## src/rtl/assert_macros.svh

```systemverilog
// Assertion macros shared by the sieve RTL.
`ifndef ASSERT_MACROS_SVH
`define ASSERT_MACROS_SVH

// Checked at every rising clock edge outside of reset.
`define ASSERT_CLK(lbl, prop, msg) \
   lbl: assert property (@(posedge clock) disable iff (reset) prop) \
      else $error(msg);

// Checked at every rising clock edge, reset included.
`define ASSERT_ALWAYS(lbl, prop, msg) \
   lbl: assert property (@(posedge clock) prop) else $error(msg);

`endif

```

## src/rtl/oss_pkg.sv

```systemverilog
// Types and constants of the odd-only segmented sieve.
`timescale 1ns / 1ps

package oss_pkg;

   localparam int NUM_W   = 48;
   localparam int PRIME_W = 24;
   localparam int WORD_W  = 64;
   localparam int WIDX_W  = 8;
   localparam int OP_W    = 2;

   localparam logic [NUM_W-1:0] MIN_LOW = 48'd3;

   localparam logic [OP_W-1:0] OP_OPEN   = 2'd0;
   localparam logic [OP_W-1:0] OP_STRIKE = 2'd1;
   localparam logic [OP_W-1:0] OP_READ   = 2'd2;

   typedef enum logic [8:0] {
      ST_IDLE  = 9'b000000001,
      ST_OPEN  = 9'b000000010,
      ST_CLEAR = 9'b000000100,
      ST_SQ    = 9'b000001000,
      ST_CHK   = 9'b000010000,
      ST_DIV   = 9'b000100000,
      ST_ADJ   = 9'b001000000,
      ST_MARK  = 9'b010000000,
      ST_READ  = 9'b100000000
   } oss_state_type;

   typedef struct packed {
      logic               done;
      logic [PRIME_W-1:0] rem;
   } oss_rem_status_type;

endpackage

```

## src/rtl/oss_rem_unit.sv

```systemverilog
// Restoring remainder unit: dividend modulo divisor, one quotient bit per cycle.
`timescale 1ns / 1ps
`include "assert_macros.svh"

module oss_rem_unit import oss_pkg::*; (
   input  logic               clock,
   input  logic               reset,
   input  logic               start,
   input  logic [NUM_W-1:0]   dividend,
   input  logic [PRIME_W-1:0] divisor,
   output oss_rem_status_type status
);

   localparam int CW = $clog2(NUM_W);

   logic               active_ff, active_in;
   logic               done_ff, done_in;
   logic [CW-1:0]      cnt_ff, cnt_in;
   logic [NUM_W-1:0]   num_ff, num_in;
   logic [PRIME_W-1:0] rem_ff, rem_in;
   logic [PRIME_W-1:0] div_ff, div_in;
   logic [PRIME_W:0]   trial;
   logic [PRIME_W:0]   trial_sub;
   logic [PRIME_W-1:0] rem_step;

   assign trial     = {rem_ff, num_ff[NUM_W-1]};
   assign trial_sub = trial - {1'b0, div_ff};
   // The trial value stays below twice the divisor, so one subtract suffices.
   assign rem_step  = (trial >= {1'b0, div_ff}) ? trial_sub[PRIME_W-1:0] : trial[PRIME_W-1:0];

   always_comb begin
      active_in = active_ff;
      done_in   = 1'b0;
      cnt_in    = cnt_ff;
      num_in    = num_ff;
      rem_in    = rem_ff;
      div_in    = div_ff;
      if (start) begin
         active_in = 1'b1;
         cnt_in    = CW'(NUM_W - 1);
         num_in    = dividend;
         rem_in    = '0;
         div_in    = divisor;
      end else if (active_ff) begin
         rem_in = rem_step;
         num_in = {num_ff[NUM_W-2:0], 1'b0};
         if (cnt_ff == '0) begin
            active_in = 1'b0;
            done_in   = 1'b1;
         end else begin
            cnt_in = cnt_ff - CW'(1);
         end
      end
   end

   always_ff @(posedge clock) begin
      if (reset) begin
         active_ff <= 1'b0;
         done_ff   <= 1'b0;
      end else begin
         active_ff <= active_in;
         done_ff   <= done_in;
      end
      cnt_ff <= cnt_in;
      num_ff <= num_in;
      rem_ff <= rem_in;
      div_ff <= div_in;
   end

   assign status.done = done_ff;
   assign status.rem  = rem_ff;

   `ASSERT_CLK(a_rem_below_divisor, done_ff |-> (rem_ff < div_ff), "remainder not below divisor")
   `ASSERT_CLK(a_no_restart, start |-> !active_ff, "remainder unit restarted while active")

endmodule

```

## config.mk

```make
export PLATFORM = sky130hd
export DESIGN_NAME = oss_rem_unit
export DESIGN_NICKNAME = d
export VERILOG_FILES = /design/src/rtl/oss_pkg.sv /design/src/rtl/oss_rem_unit.sv
export VERILOG_INCLUDE_DIRS = /design/src /design/src/rtl
export SDC_FILE = /design/constraint.sdc
export NUM_CORES = 1
export LEC_CHECK = 0
export BUFFER_PORTS_ARGS = -buffer_cell sky130_fd_sc_hd__clkbuf_2
export CAP_MARGIN = 20
export CORE_MARGIN = 3
export CORE_UTILIZATION = 25
export DETAILED_ROUTE_END_ITERATION = 12
export GPL_ROUTABILITY_DRIVEN = 0
export PLACE_DENSITY = 0.43
export SLEW_MARGIN = 20
export SYNTH_ARGS = -nofsm -noshare
export SYNTH_HDL_FRONTEND = slang
export SYNTH_SLANG_ARGS = --single-unit
```

## constraint.sdc

```tcl
create_clock -name clock -period 6.8 [get_ports clock]
set_input_delay 0.34 -clock clock [delete_from_list [all_inputs] [get_ports clock]]
set_output_delay 0.34 -clock clock [all_outputs]
set_load 0.02 [all_outputs]
```

==> results.sh <==
export IMPL_status="finished, final reports clean"
export IMPL_stdcell_area_um2=6590
export IMPL_synth_seq_cells=104
export IMPL_portBuffers=99
export IMPL_wl_per_cell_um=15.6
export IMPL_firstDrtPassIters=5
export IMPL_reg2regPathDepth=10
export IMPL_synth_adder_area_share=0.0621
export IMPL_root_buffer="clkbuf_16"
export IMPL_worstPathArrival_ns=3.34
export IMPL_synthToLayoutAreaGrowth_pct=18.5
export IMPL_die_w_um=155
export IMPL_end_kind="flop"
export IMPL_synth_area_um2=5560
export IMPL_critical_path_class="reg -> reg"
export IMPL_cts_setup_buffers=0
export IMPL_hold_depth=1
export IMPL_pwr_share_clk=0.335
export IMPL_fin_skew_ns=0.0111
export IMPL_finalHoldViolCount=0
export IMPL_clk_latency_ns=0.36
export IMPL_first_iter_violations=226
export IMPL_die_area_um2=24100
export IMPL_fin_setup_tns_ns=0
export IMPL_ctsHtreeMaxLevel=3
export IMPL_fmax_mhz=326
export IMPL_cts_buffers=9
export IMPL_drt_wl_total_mm=13.5
export IMPL_ys_seq_area_frac=0.504
export IMPL_tightest_slew_ns=1.04
export IMPL_synth_top_family_by_area="compound AO/OA/AOI/OAI gates"
export IMPL_num_antenna_cells=0
export IMPL_synthArstFlopShare=0
export IMPL_slew_headroom=0.309
export IMPL_route_detailed_drc=0
export IMPL_ctsLongestPathBuffers=2
export IMPL_min_path_type="in -> reg"
export IMPL_syn_area_per_cell_um2=11.3
export IMPL_crit_required_ns=7.07
export IMPL_power_density_nw_per_um2=241
export IMPL_clkTransAtPathRegs_ns=0.08
export IMPL_ys_types=60
export IMPL_initial_core_util=0.260
export IMPL_grt_max_degree=59
export IMPL_startpoint_type="flop"
export IMPL_yosys_most_used_dff="edfxtp_1"
export IMPL_synth_xor_xnor_area_share=0.0315
export IMPL_cts_tree="yes"
export IMPL_placement_rows=53
export IMPL_power_report_internal_total_mw=1.13
export IMPL_setup_viol=0
export IMPL_p_sw_uw=460
export IMPL_path_max_fanout=9
export IMPL_synth_edff_count=72
export IMPL_viasPerCell=4.65
export IMPL_rsz0062_at_grt="false"
export IMPL_antenna_found_initial=1
export IMPL_hpwl_mm=9.70
export IMPL_die_h_um=155
export IMPL_synth_cells=492
export IMPL_power_frac_comb=0.185
export IMPL_ys_warn_count=0
export IMPL_fin_nets=685
export IMPL_drive_gt1_frac=0.304
export IMPL_synth_simple_area_share=0.0990
export IMPL_maxSlewViolCount=0
export IMPL_power_frac_seq=0.479
export IMPL_max_vdd_ir_drop_mv=0.0993
export IMPL_ioPinCount=100
export IMPL_cap_violations=0
export IMPL_min_period_ns=3.07
export IMPL_cts_sinks=104
export IMPL_final_cell_mix="clkbuf_2, edfxtp_1, mux2_2, nor2_1, inv_1"
export IMPL_grt_overflow_total=0
export IMPL_postSynthNetCount=594
export IMPL_core_um2=21400
export IMPL_period_share=0.452
export IMPL_drtAntennaViolNets=0
export IMPL_placed_area_um2=6290
export IMPL_reg2reg_slack_ns=3.73
export IMPL_post_cts_resized=0
export IMPL_muxShareOfSynthArea=0.128
export IMPL_dr_total_vias=4016
export IMPL_leakagePower_nw=2.73
export IMPL_p_sw_frac=0.289
export IMPL_grt_total_usage=0.114
export IMPL_final_common_cell="clkbuf_2"
export IMPL_synth_compound_area_frac=0.128
export IMPL_first_global_vias=4249
export IMPL_cts_hold_buf=0
export IMPL_grt_pass1_wl_mm=21.8
-- per-layer routing --
layer,part of all wire,wire (um),track usage,up-vias
met3,0.086,1160,0.0498,16
met5,0.00059,8,0,-
met1,0.42,5720,0.133,1912
met2,0.47,6400,0.187,95
li1,-,-,-,1991
met4,0.016,219,0.0370,2
-- power groups by stage --
stage / clock network (mW) / registers [mW] / logic (mW)
after floorplan: 0 / 0.780 / 0.206
after global placement: 0 / 0.776 / 0.295
after detailed placement: 0 / 0.776 / 0.298
after CTS: 0.557 / 0.763 / 0.299
after global routing: 0.582 / 0.769 / 0.329
final: 0.533 / 0.762 / 0.294
-- metrics by stage --
| stage | power [mW] | cells | hold WS (ns) | utilization | worst slack, ns |
|---|---|---|---|---|---|
| floorplan | 0.986 | 492 | 0.409 | - | 3.96 |
| global placement | 1.07 | 847 | 0.475 | 0.294 | 3.78 |
| detailed placement | 1.07 | 847 | 0.483 | 0.294 | 3.73 |
| CTS | 1.62 | 863 | 0.138 | 0.308 | 3.71 |
| global route | 1.68 | 863 | 0.142 | 0.308 | 3.50 |
| finish | 1.59 | 863 | 0.155 | 0.308 | 3.73 |
-- Yosys cell counts (2+ instances only) --
library cell / n / area, um2
edfxtp_1: 72 / 2160
mux2_2: 50 / 563
nor2_1: 37 / 139
inv_1: 35 / 131
dfxtp_1: 32 / 641
nand2_1: 31 / 116
ha_1: 26 / 325
a21oi_1: 23 / 115
xnor2_1: 16 / 140
clkbuf_1: 15 / 56.3
mux2i_1: 15 / 150
o21ai_0: 14 / 70.1
a211oi_1: 13 / 97.6
a21o_1: 11 / 82.6
nand3_1: 10 / 50.1
nor3_1: 8 / 40.0
o21ai_1: 7 / 35.0
and3_1: 5 / 31.3
nand4_1: 5 / 31.3
o21a_1: 5 / 37.5
buf_6: 4 / 45.0
o211ai_1: 4 / 30.0
xor2_1: 4 / 35.0
nor2b_1: 3 / 18.8
o31ai_1: 3 / 22.5
or2_2: 3 / 18.8
a311oi_1: 2 / 17.5
a31o_2: 2 / 17.5
a31oi_1: 2 / 12.5
and2_1: 2 / 12.5
and4_4: 2 / 22.5
o22ai_1: 2 / 12.5
or4_1: 2 / 15.0
-- critical path, stage by stage, from the launching register on --
cell,delay [ns]
edfxtp_1,0.34
inv_1,0.05
ha_1,0.38
and3_4,0.26
and4_4,0.19
and4_4,0.19
a2111oi_4,0.45
o211ai_2,0.22
nand2_1,0.32
mux2_2,0.38
a211oi_1,0.22
-- kinds of logic (layout without fill, tap and decap cells) --
| logic type | count (synthesis) | count (layout) |
|---|---|---|
| DFF | 104 | 104 |
| and+or+nand+nor | 115 | 115 |
| buffers and inverters | 57 | 153 |
| xor gates and xnor gates | 20 | 20 |
| muxes | 65 | 65 |
| adders and majority gates | 27 | 27 |
| AOI/OAI and AO/OA | 104 | 104 |
-- registers in the layout (all words and copies together), names as in the netlist --
register   cells
num_ff        48
active_ff      1
div_ff        24
cnt_ff         6
rem_ff        24
done_ff        1
-- final cells by class --
type	instances	area, um2
clock buffers	9	225
clock inverters	7	68.8
fillers	2246	14800
inverters	36	135
multi-input cells	331	2500
flip-flops and latches	104	2800
well taps	275	344
repair buffers	101	513
-- final timing paths --
path | startpoint | to
worst max register to register | div_ff[13] | rem_ff[0]
worst min register to register | rem_ff[11] | rem_ff[11]
worst max-delay path | div_ff[13] | rem_ff[0]
worst min-delay path | divisor[7] | div_ff[7]
(Power assumes the default switching activity.)
